--- src/design/rpmf_pkg.sv ---
// ---------------------------------------------------------------------------
// rpmf_pkg: shared types and constants
// Register indexes, reset values, request codes and the control structs
// passed from the top into the pull-in stage and the median window.
// ---------------------------------------------------------------------------
package rpmf_pkg;

  localparam int DIST_BITS_DEF = 13;   // default reading width
  localparam int CFG_BITS      = 13;   // widest config register
  localparam int CNT_BITS      = 4;    // repeat counter / confirm count width
  localparam int REG_IDX_BITS  = 2;

  localparam logic [CFG_BITS-1:0] PULL_RESET    = 13'd120;
  localparam logic [CNT_BITS-1:0] CONFIRM_RESET = 4'd3;
  localparam logic [CFG_BITS-1:0] GAP_RESET     = 13'd80;

  // request codes
  localparam logic FUNC_FILTER = 1'b0;
  localparam logic FUNC_CLEAR  = 1'b1;

  typedef enum logic [REG_IDX_BITS-1:0] {
    REG_PULL    = 2'd0,
    REG_CONFIRM = 2'd1,
    REG_GAP     = 2'd2
  } reg_idx_t;

  typedef struct packed {
    logic [CFG_BITS-1:0] pull;
    logic [CNT_BITS-1:0] confirm;
    logic [CFG_BITS-1:0] gap;
  } cfg_t;

  // per-cycle control: step advances the filters, clear restores reset state
  typedef struct packed {
    logic step;
    logic clear;
  } step_t;

endpackage

--- src/design/rpmf_if.sv ---
// ---------------------------------------------------------------------------
// rpmf_if: channel interfaces
// Request, response and config-write channels, valid/ready handshake.
// ---------------------------------------------------------------------------
interface rpmf_req_if #(
  parameter int DIST_BITS = 13
);
  logic                 valid;
  logic                 ready;
  logic                 func;
  logic [DIST_BITS-1:0] distance_mm;

  modport source (output valid, func, distance_mm, input ready);
  modport sink   (input valid, func, distance_mm, output ready);
endinterface

interface rpmf_rsp_if #(
  parameter int DIST_BITS = 13
);
  logic                      valid;
  logic                      ready;
  logic signed [DIST_BITS:0] filtered_mm;

  modport source (output valid, filtered_mm, input ready);
  modport sink   (input valid, filtered_mm, output ready);
endinterface

interface rpmf_cfg_if;
  import rpmf_pkg::*;
  logic                    valid;
  logic                    ready;
  logic [REG_IDX_BITS-1:0] index;
  logic [CFG_BITS-1:0]     data;

  modport source (output valid, index, data, input ready);
  modport sink   (input valid, index, data, output ready);
endinterface

--- src/design/rpmf_pull_in.sv ---
// ---------------------------------------------------------------------------
// rpmf_pull_in: far-surface hold stage
// Holds the far reading; a closer reading must repeat near its first
// candidate confirm times before the candidate replaces the held value.
// ---------------------------------------------------------------------------
module rpmf_pull_in #(
  parameter int DIST_BITS = rpmf_pkg::DIST_BITS_DEF
) (
  input  logic                      clk,
  input  logic                      rst,
  input  rpmf_pkg::step_t           ctl,
  input  rpmf_pkg::cfg_t            cfg,
  input  logic [DIST_BITS-1:0]      reading,
  output logic signed [DIST_BITS:0] stage_out
);
  import rpmf_pkg::*;

  localparam int WB = (DIST_BITS > CFG_BITS) ? DIST_BITS : CFG_BITS;
  localparam int W  = WB + 2;

  // -1 in bit pattern means nothing held / no candidate
  logic signed [DIST_BITS:0] held, held_next;
  logic signed [DIST_BITS:0] cand, cand_next;
  logic [CNT_BITS-1:0]       repeats, repeats_next;

  logic signed [W-1:0] rd_w, held_w, cand_w, pull_w, half_w, diff, absd;
  logic [CNT_BITS-1:0] rep_inc;
  logic                no_read, has_held, no_cand, is_drop, far_off;

  always_comb begin
    rd_w    = {{(W-DIST_BITS){1'b0}}, reading};
    held_w  = {{(W-DIST_BITS-1){held[DIST_BITS]}}, held};
    cand_w  = {{(W-DIST_BITS-1){cand[DIST_BITS]}}, cand};
    pull_w  = {{(W-CFG_BITS){1'b0}}, cfg.pull};
    half_w  = pull_w >>> 1;
    diff    = rd_w - cand_w;
    absd    = diff[W-1] ? -diff : diff;
    no_read  = (reading == '0);
    has_held = !held[DIST_BITS];      // held is never zero
    no_cand  = cand[DIST_BITS];
    is_drop  = rd_w < (held_w - pull_w);
    far_off  = absd > half_w;
    rep_inc  = repeats + CNT_BITS'(1);
  end

  always_comb begin
    held_next    = held;
    cand_next    = cand;
    repeats_next = repeats;
    stage_out    = held;
    if (no_read) begin
      stage_out = has_held ? held : '0;
    end else if (!has_held) begin
      held_next = {1'b0, reading};
      stage_out = {1'b0, reading};
    end else if (is_drop) begin
      if (no_cand || far_off) begin
        cand_next    = {1'b0, reading};
        repeats_next = CNT_BITS'(1);
      end else if (rep_inc >= cfg.confirm) begin
        // confirmed: the first candidate, not this reading, is taken
        held_next    = cand;
        cand_next    = '1;
        repeats_next = '0;
        stage_out    = cand;
      end else begin
        repeats_next = rep_inc;
      end
    end else begin
      cand_next    = '1;
      repeats_next = '0;
      held_next    = {1'b0, reading};
      stage_out    = {1'b0, reading};
    end
  end

  always_ff @(posedge clk) begin
    if (rst || ctl.clear) begin
      held    <= '1;
      cand    <= '1;
      repeats <= '0;
    end else if (ctl.step) begin
      held    <= held_next;
      cand    <= cand_next;
      repeats <= repeats_next;
    end
  end

endmodule

--- src/design/rpmf_window.sv ---
// ---------------------------------------------------------------------------
// rpmf_window: three-sample median window
// Median of three, gap fill of a missing middle, pass-through until full.
// ---------------------------------------------------------------------------
module rpmf_window #(
  parameter int DIST_BITS = rpmf_pkg::DIST_BITS_DEF
) (
  input  logic                      clk,
  input  logic                      rst,
  input  rpmf_pkg::step_t           ctl,
  input  logic [rpmf_pkg::CFG_BITS-1:0] gap,
  input  logic signed [DIST_BITS:0] sample,
  output logic signed [DIST_BITS:0] result
);
  import rpmf_pkg::*;

  localparam int WB = (DIST_BITS > CFG_BITS) ? DIST_BITS : CFG_BITS;
  localparam int W  = WB + 2;

  // only two taps are kept: after the shift the oldest sample is the old middle
  logic signed [DIST_BITS:0] mid, newest;
  logic signed [DIST_BITS:0] a, b, c;
  logic signed [W-1:0]       diff, absd, gap_w;
  logic [DIST_BITS:0]        sum;
  logic                      a_pos, b_nneg, c_pos;

  always_comb begin
    a = mid;
    b = newest;
    c = sample;
    a_pos  = !a[DIST_BITS] && (a != '0);
    b_nneg = !b[DIST_BITS];
    c_pos  = !c[DIST_BITS] && (c != '0);
    diff   = {{(W-DIST_BITS-1){a[DIST_BITS]}}, a} - {{(W-DIST_BITS-1){c[DIST_BITS]}}, c};
    absd   = diff[W-1] ? -diff : diff;
    gap_w  = {{(W-CFG_BITS){1'b0}}, gap};
    sum    = {1'b0, a[DIST_BITS-1:0]} + {1'b0, c[DIST_BITS-1:0]};

    result = b;
    if (a_pos && b_nneg && c_pos) begin
      if (b == '0) begin
        if (absd < gap_w) begin
          result = {1'b0, sum[DIST_BITS:1]};
        end
      end else if ((a > b) != (a > c)) begin
        result = a;
      end else if ((b > a) != (b > c)) begin
        result = b;
      end else begin
        result = c;
      end
    end
  end

  always_ff @(posedge clk) begin
    if (rst || ctl.clear) begin
      mid    <= '1;
      newest <= '1;
    end else if (ctl.step) begin
      mid    <= newest;
      newest <= sample;
    end
  end

endmodule

--- src/design/range_pull_in_and_median_filter_top.sv ---
// ---------------------------------------------------------------------------
// range_pull_in_and_median_filter_top: range pull-in and median filter
// Two-stage filter for averaged range readings, one word per cycle unless the response is held.
// ---------------------------------------------------------------------------
// Usage: each request word carries one range reading (zero = no reading) or
// a clear command. A filter word yields exactly one response word, registered,
// on the cycle after it is accepted; a clear word restores every filter state
// to its reset value and yields nothing. Throughput is one word per cycle:
// both stages are short compare/add logic between the filter state registers
// and the response register, so req.ready only drops while a response sits
// in the output register and rsp.ready is low. The config channel is always
// ready; write registers only while the filter has no word in flight. Index
// 0 = pull distance, 1 = confirm count, 2 = gap limit; other indexes are
// ignored.
// ---------------------------------------------------------------------------
module range_pull_in_and_median_filter_top #(
  parameter int DIST_BITS = rpmf_pkg::DIST_BITS_DEF
) (
  input logic      clk,
  input logic      rst,
  rpmf_req_if.sink   req,
  rpmf_rsp_if.source rsp,
  rpmf_cfg_if.sink   cfg
);
  import rpmf_pkg::*;

  // config registers
  cfg_t cfg_regs;

  // output register
  logic                      out_valid;
  logic signed [DIST_BITS:0] out_data;

  logic                      accept;
  step_t                     ctl;
  logic signed [DIST_BITS:0] stage1;
  logic signed [DIST_BITS:0] win_result;

  // new word may enter whenever the output register is empty or draining
  assign req.ready = !out_valid || rsp.ready;
  assign accept    = req.valid && req.ready;
  assign ctl.step  = accept && (req.func == FUNC_FILTER);
  assign ctl.clear = accept && (req.func == FUNC_CLEAR);

  assign cfg.ready = 1'b1;

  always_ff @(posedge clk) begin
    if (rst) begin
      cfg_regs.pull    <= PULL_RESET;
      cfg_regs.confirm <= CONFIRM_RESET;
      cfg_regs.gap     <= GAP_RESET;
    end else if (cfg.valid) begin
      case (cfg.index)
        REG_PULL:    cfg_regs.pull    <= cfg.data;
        REG_CONFIRM: cfg_regs.confirm <= cfg.data[CNT_BITS-1:0];
        REG_GAP:     cfg_regs.gap     <= cfg.data;
        default: ;
      endcase
    end
  end

  // stage one: far-surface hold with near pull-in confirmation
  rpmf_pull_in #(
    .DIST_BITS (DIST_BITS)
  ) u_pull_in (
    .clk       (clk),
    .rst       (rst),
    .ctl       (ctl),
    .cfg       (cfg_regs),
    .reading   (req.distance_mm),
    .stage_out (stage1)
  );

  // stage two: 3-tap median / gap fill
  rpmf_window #(
    .DIST_BITS (DIST_BITS)
  ) u_window (
    .clk    (clk),
    .rst    (rst),
    .ctl    (ctl),
    .gap    (cfg_regs.gap),
    .sample (stage1),
    .result (win_result)
  );

  always_ff @(posedge clk) begin
    if (rst) begin
      out_valid <= 1'b0;
    end else if (ctl.step) begin
      out_valid <= 1'b1;
    end else if (rsp.ready) begin
      out_valid <= 1'b0;
    end
  end

  always_ff @(posedge clk) begin
    if (ctl.step) begin
      out_data <= win_result;
    end
  end

  assign rsp.valid       = out_valid;
  assign rsp.filtered_mm = out_data;

  // ---- checks ----
  // a filter word always produces a response on the next cycle
  a_step_gives_word: assert property (@(posedge clk) disable iff (rst)
    ctl.step |=> rsp.valid)
    else $error("filter word produced no response");

  // a clear word into an empty or draining output register leaves it empty
  a_clear_no_word: assert property (@(posedge clk) disable iff (rst)
    (ctl.clear && (!rsp.valid || rsp.ready)) |=> !rsp.valid)
    else $error("clear word produced a response");

  // filtered value is either the not-filled marker or non-negative
  a_out_range: assert property (@(posedge clk) disable iff (rst)
    rsp.valid |-> (rsp.filtered_mm >= $signed({(DIST_BITS+1){1'b1}})))
    else $error("filtered value below -1");

endmodule
--- src/flat_wrapper.sv ---
// flat-port wrapper written by rule: the top's interface ports become plain ports
module range_pull_in_and_median_filter_top_flat import rpmf_pkg::*;
#(
  parameter int DIST_BITS = rpmf_pkg::DIST_BITS_DEF
)
  (clk, rst, req_valid, req_func, req_distance_mm, req_ready, rsp_valid, rsp_filtered_mm, rsp_ready, cfg_valid, cfg_index, cfg_data, cfg_ready);
  rpmf_req_if #(.DIST_BITS(DIST_BITS)) req_i ();
  rpmf_rsp_if #(.DIST_BITS(DIST_BITS)) rsp_i ();
  rpmf_cfg_if cfg_i ();
  input logic clk;
  input logic rst;
  input wire logic [$bits(req_i.valid)-1:0] req_valid;
  input wire logic [$bits(req_i.func)-1:0] req_func;
  input wire logic [$bits(req_i.distance_mm)-1:0] req_distance_mm;
  output wire logic [$bits(req_i.ready)-1:0] req_ready;
  output wire logic [$bits(rsp_i.valid)-1:0] rsp_valid;
  output wire logic [$bits(rsp_i.filtered_mm)-1:0] rsp_filtered_mm;
  input wire logic [$bits(rsp_i.ready)-1:0] rsp_ready;
  input wire logic [$bits(cfg_i.valid)-1:0] cfg_valid;
  input wire logic [$bits(cfg_i.index)-1:0] cfg_index;
  input wire logic [$bits(cfg_i.data)-1:0] cfg_data;
  output wire logic [$bits(cfg_i.ready)-1:0] cfg_ready;
  assign req_i.valid = req_valid;
  assign req_i.func = req_func;
  assign req_i.distance_mm = req_distance_mm;
  assign req_ready = req_i.ready;
  assign rsp_valid = rsp_i.valid;
  assign rsp_filtered_mm = rsp_i.filtered_mm;
  assign rsp_i.ready = rsp_ready;
  assign cfg_i.valid = cfg_valid;
  assign cfg_i.index = cfg_index;
  assign cfg_i.data = cfg_data;
  assign cfg_ready = cfg_i.ready;
  range_pull_in_and_median_filter_top #(.DIST_BITS(DIST_BITS)) u_core (.clk(clk), .rst(rst), .req(req_i), .rsp(rsp_i), .cfg(cfg_i));
endmodule
--- config.mk ---
export PLATFORM = sky130hd
export DESIGN_NAME = range_pull_in_and_median_filter_top_flat
export DESIGN_NICKNAME = d
export VERILOG_FILES = /design/src/design/rpmf_pkg.sv /design/src/design/rpmf_if.sv /design/src/design/rpmf_pull_in.sv /design/src/design/rpmf_window.sv /design/src/design/range_pull_in_and_median_filter_top.sv /design/src/flat_wrapper.sv
export SDC_FILE = /design/constraint.sdc
export NUM_CORES = 1
export LEC_CHECK = 0
export BUFFER_PORTS_ARGS = -buffer_cell sky130_fd_sc_hd__buf_4
export CORE_MARGIN = 8
export CORE_UTILIZATION = 55
export CTS_CLUSTER_DIAMETER = 120
export CTS_CLUSTER_SIZE = 20
export DETAILED_ROUTE_END_ITERATION = 12
export PLACE_DENSITY = 0.71
export SYNTH_ARGS = -nofsm -noshare
export SYNTH_HDL_FRONTEND = slang
export SYNTH_SLANG_ARGS = --single-unit
--- constraint.sdc ---
create_clock -name clk -period 12.77 [get_ports clk]
set_clock_uncertainty 0.1 [all_clocks]
set_input_delay 0 -clock clk [delete_from_list [all_inputs] [get_ports clk]]
set_output_delay 0 -clock clk [all_outputs]
set_load 0.05 [all_outputs]
==> results.tsv <==
stage	metric	value	unit
run_status	outcome	complete, no violations	
clock_tree	clkTransAtPathRegs	90	ps
synthesis	ys_ff_latch	105	
critical_path	rrSetupSlack	1510	ps
critical_path	worst_ep_required_time	12790	ps
route	ant_nets	0	
clock_tree	cts_buffers	9	
route	avgRoutedWirePerCell	20.13	um
timing	setup_tns	0	ps
critical_path	worst_setup_path_start_kind	register	
synthesis	syn-cell-area	9816	um^2
clock_tree	cts_num_sinks	105	
placement	place_hpwl	23380	um
synthesis	synth_edf_count	14	
floorplan	coreArea	17720	um^2
critical_path	max_stage_delay	840	ps
route	drc	0	
timing	slew_violations	0	
grt	grt_pass1_wl	48910	um
synthesis	ys_warn_count	0	
timing	setup_viol	0	
synthesis	synth_cell_types	82	
timing	hold_violations	0	
timing	period_share	88.19	%
cells_and_area	fillCellCount	1555	
route	vias_per_cell	6.215	
route	drt-total-wl	31100	um
floorplan	placement_rows	49	
clock_tree	cts_hold_buf	32	
clock_tree	cts_resized	0	
power	powerDensity	98.04	nW/um^2
cells_and_area	layout.nets	1473	
route	vias	9602	
grt	grt_pass1_vias	9147	
synthesis	ys_top_cells_by_area	dfxtp_1 19%, ha_1 16%, a21oi_1 5.2%	
critical_path	crit_slowest_cell	a311oi_2	
timing	max_freq	0.08880	GHz
clock_tree	clockRootBuffer	clkbuf_16	
clock_tree	cts_max_level	3	
critical_path	critical_path.endpoint_type	register	
critical_path	critPathArrivalTime	11280	ps
synthesis	async_reset_ff_share	0	%
floorplan	die_w	149.6	um
synthesis	synth_top_cell_by_area	dfxtp_1	
grt	antenna_found_initial	1	
floorplan	start_util	55.40	%
clock_tree	cts_post_setup_buffers_inserted	0	
synthesis	avgSynthCellArea	7.846	um^2
floorplan	pin_count	51	
power	ir_worst_vdd	0.09618	mV
placement	dp_slack	1705	ps
floorplan	fp.dieArea	22380	um^2
synthesis	synthFlopType	dfxtp_1	
grt	grt_max_degree	61	
clock_tree	worstSkewPairLatency	370	ps
run	maxCapViolCount	0	
placement	port-buffer-count	49	
floorplan	die_h	149.6	um
synthesis	ys_seq_area_share	22.84	%
cells_and_area	drive_above_1_share	8.365	%
timing	setup_ws	1508	ps
grt	track_usage	27.62	%
synthesis	synth_cells	1251	
critical_path	cp_max_fo	15	
power	p_total	1.082	mW
critical_path	cpMostUsedCell	o21ai_0	
power	power.static_leakage	4.810	nW
clock_tree	cts_tree	built	
route	drtIter0Drc	729	
cells_and_area	syn_to_final_growth	12.48	%
timing	finalCriticalPeriod	11260	ps
grt	global_route.overflow_total	0	
timing	fin_hold_ws	50.51	ps
placement	place.gp.congestion	0.9880	
timing	rsz0062_at_grt	false	
hold_path	hp-class	in2reg	
clock_tree	cts_buffer_depth	2	
timing	worst_slew_pin_slew	1180	ps
synthesis	synth_top_cell_area_share	18.56	%
route	dr.pass1.iters	6	
critical_path	worstSetupPathType	reg2reg	
timing	slew_headroom	21.36	%
[cells by family after synthesis]
family	count (synthesis)	synth area share (%)
fa+ha+maj	129	16.75
xor+xnor	69	6.233
flops	105	22.84
mux	9	1.173
buf+inv	178	7.049
other cells	1	0.03820
simple gates	364	18.09
compound gates	396	27.83
[power breakdown]
part	switching [mW]	internal [mW]	leakage (nW)	total, mW
Clock	0.155	0.143	0.152	0.298
Sequential	0.0143	0.346	0.852	0.360
Combinational	0.246	0.178	3.81	0.424
[through the flow]
step	instances	utilization (%)	area [um^2]
2_1_floorplan	1254	-	9827
3_3_place_gp	1496	58.70	10400
3_5_place_dp	1496	58.70	10400
4_1_cts	1544	62.30	11040
5_1_grt	1545	62.31	11040
6_report	1545	62.31	11040
[cells in the mapped netlist, types with 5 or more instances]
library cell / number
and4_1: 6
or4_1: 10
edfxtp_1: 14
xor2_1: 19
nand4_1: 10
o21a_1: 13
clkbuf_1: 45
a2111oi_0: 8
o211ai_1: 30
and2_1: 5
a211o_1: 8
nor2_1: 75
nand2b_1: 27
a21o_1: 31
ha_1: 125
nor3b_1: 5
nand3_1: 22
nor2b_1: 13
xnor2_1: 49
nand2_1: 121
a221o_1: 5
a31oi_1: 10
o22ai_1: 21
mux2_4: 5
a21oi_1: 102
nand3b_1: 6
a211oi_1: 6
o21ai_0: 58
nor4_1: 11
dfxtp_1: 91
o221ai_1: 13
o31ai_1: 13
a221oi_1: 10
inv_1: 122
o21bai_1: 18
nor3_1: 39
[registers in the layout, summed over array words and instances, names as in the netlist]
signal / count
u_core.cfg_regs: 30
u_core.rsp.filtered_mm: 14
u_core.u_pull_in.cand: 14
u_core.u_pull_in.held: 14
u_core.u_window.a: 14
u_core.u_window.b: 14
u_core.u_pull_in.repeats: 4
u_core.rsp.valid: 1
[cell usage in the layout (no fill, tap or decap), drive strengths merged, types with 12 or more instances in the layout]
master and instances:
nor2b 13, nand2 122, ha 125, o22ai 21, dlygate4sd3 32, edfxtp 14
o31ai 13, a21oi 104, nand2b 27, o221ai 13, xor2 19, o21a 13
nand3 22, o21ai 59, nor3 39, buf 67, dfxtp 91, a21o 31
nand4 12, inv 126, xnor2 50, nor2 75, o21bai 18, o211ai 30
[routing by layer]
layer  global-route usage (%)  wire, um  vias to the layer above
met4                    13.78      1328                        0
met2                    45.77     14640                      387
met3                    4.566      2157                       78
li1                         -         -                     4673
met1                    34.03     12970                     4464
met5                        0         0                        -
[critical path, delay by kind of cell (launching register included)]
kind	cells	cell delay [ps]
compound gates	25	7030
fa+ha+maj	6	1880
simple gates	5	1280
flops	1	400
xor+xnor	1	200
buf+inv	2	120
[area by class of cell]
type                       instances  area [um^2]  share of cell area (%)
multi-input combinational        971         6904                   62.53
clock inverter                     7        91.34                  0.8273
sequential                       105         2242                   20.31
tap                              229        286.5                   2.595
clock buffer                       9        225.2                   2.040
inverter                         124        465.4                   4.216
timing repair buffer              99        823.3                   7.457
antenna                            1        2.502                 0.02267
[final timing paths]
kind | depth (start not counted) | startpoint | end
max | 39 | u_core.u_pull_in.cand[0] | u_core.rsp.filtered_mm[3]
min | 2 | rst | u_core.cfg_regs[16]
max reg2reg | 39 | u_core.u_pull_in.cand[0] | u_core.rsp.filtered_mm[3]
min reg2reg | 2 | u_core.cfg_regs[0] | u_core.cfg_regs[0]
Note: power is estimated with default switching activity, not from simulation.
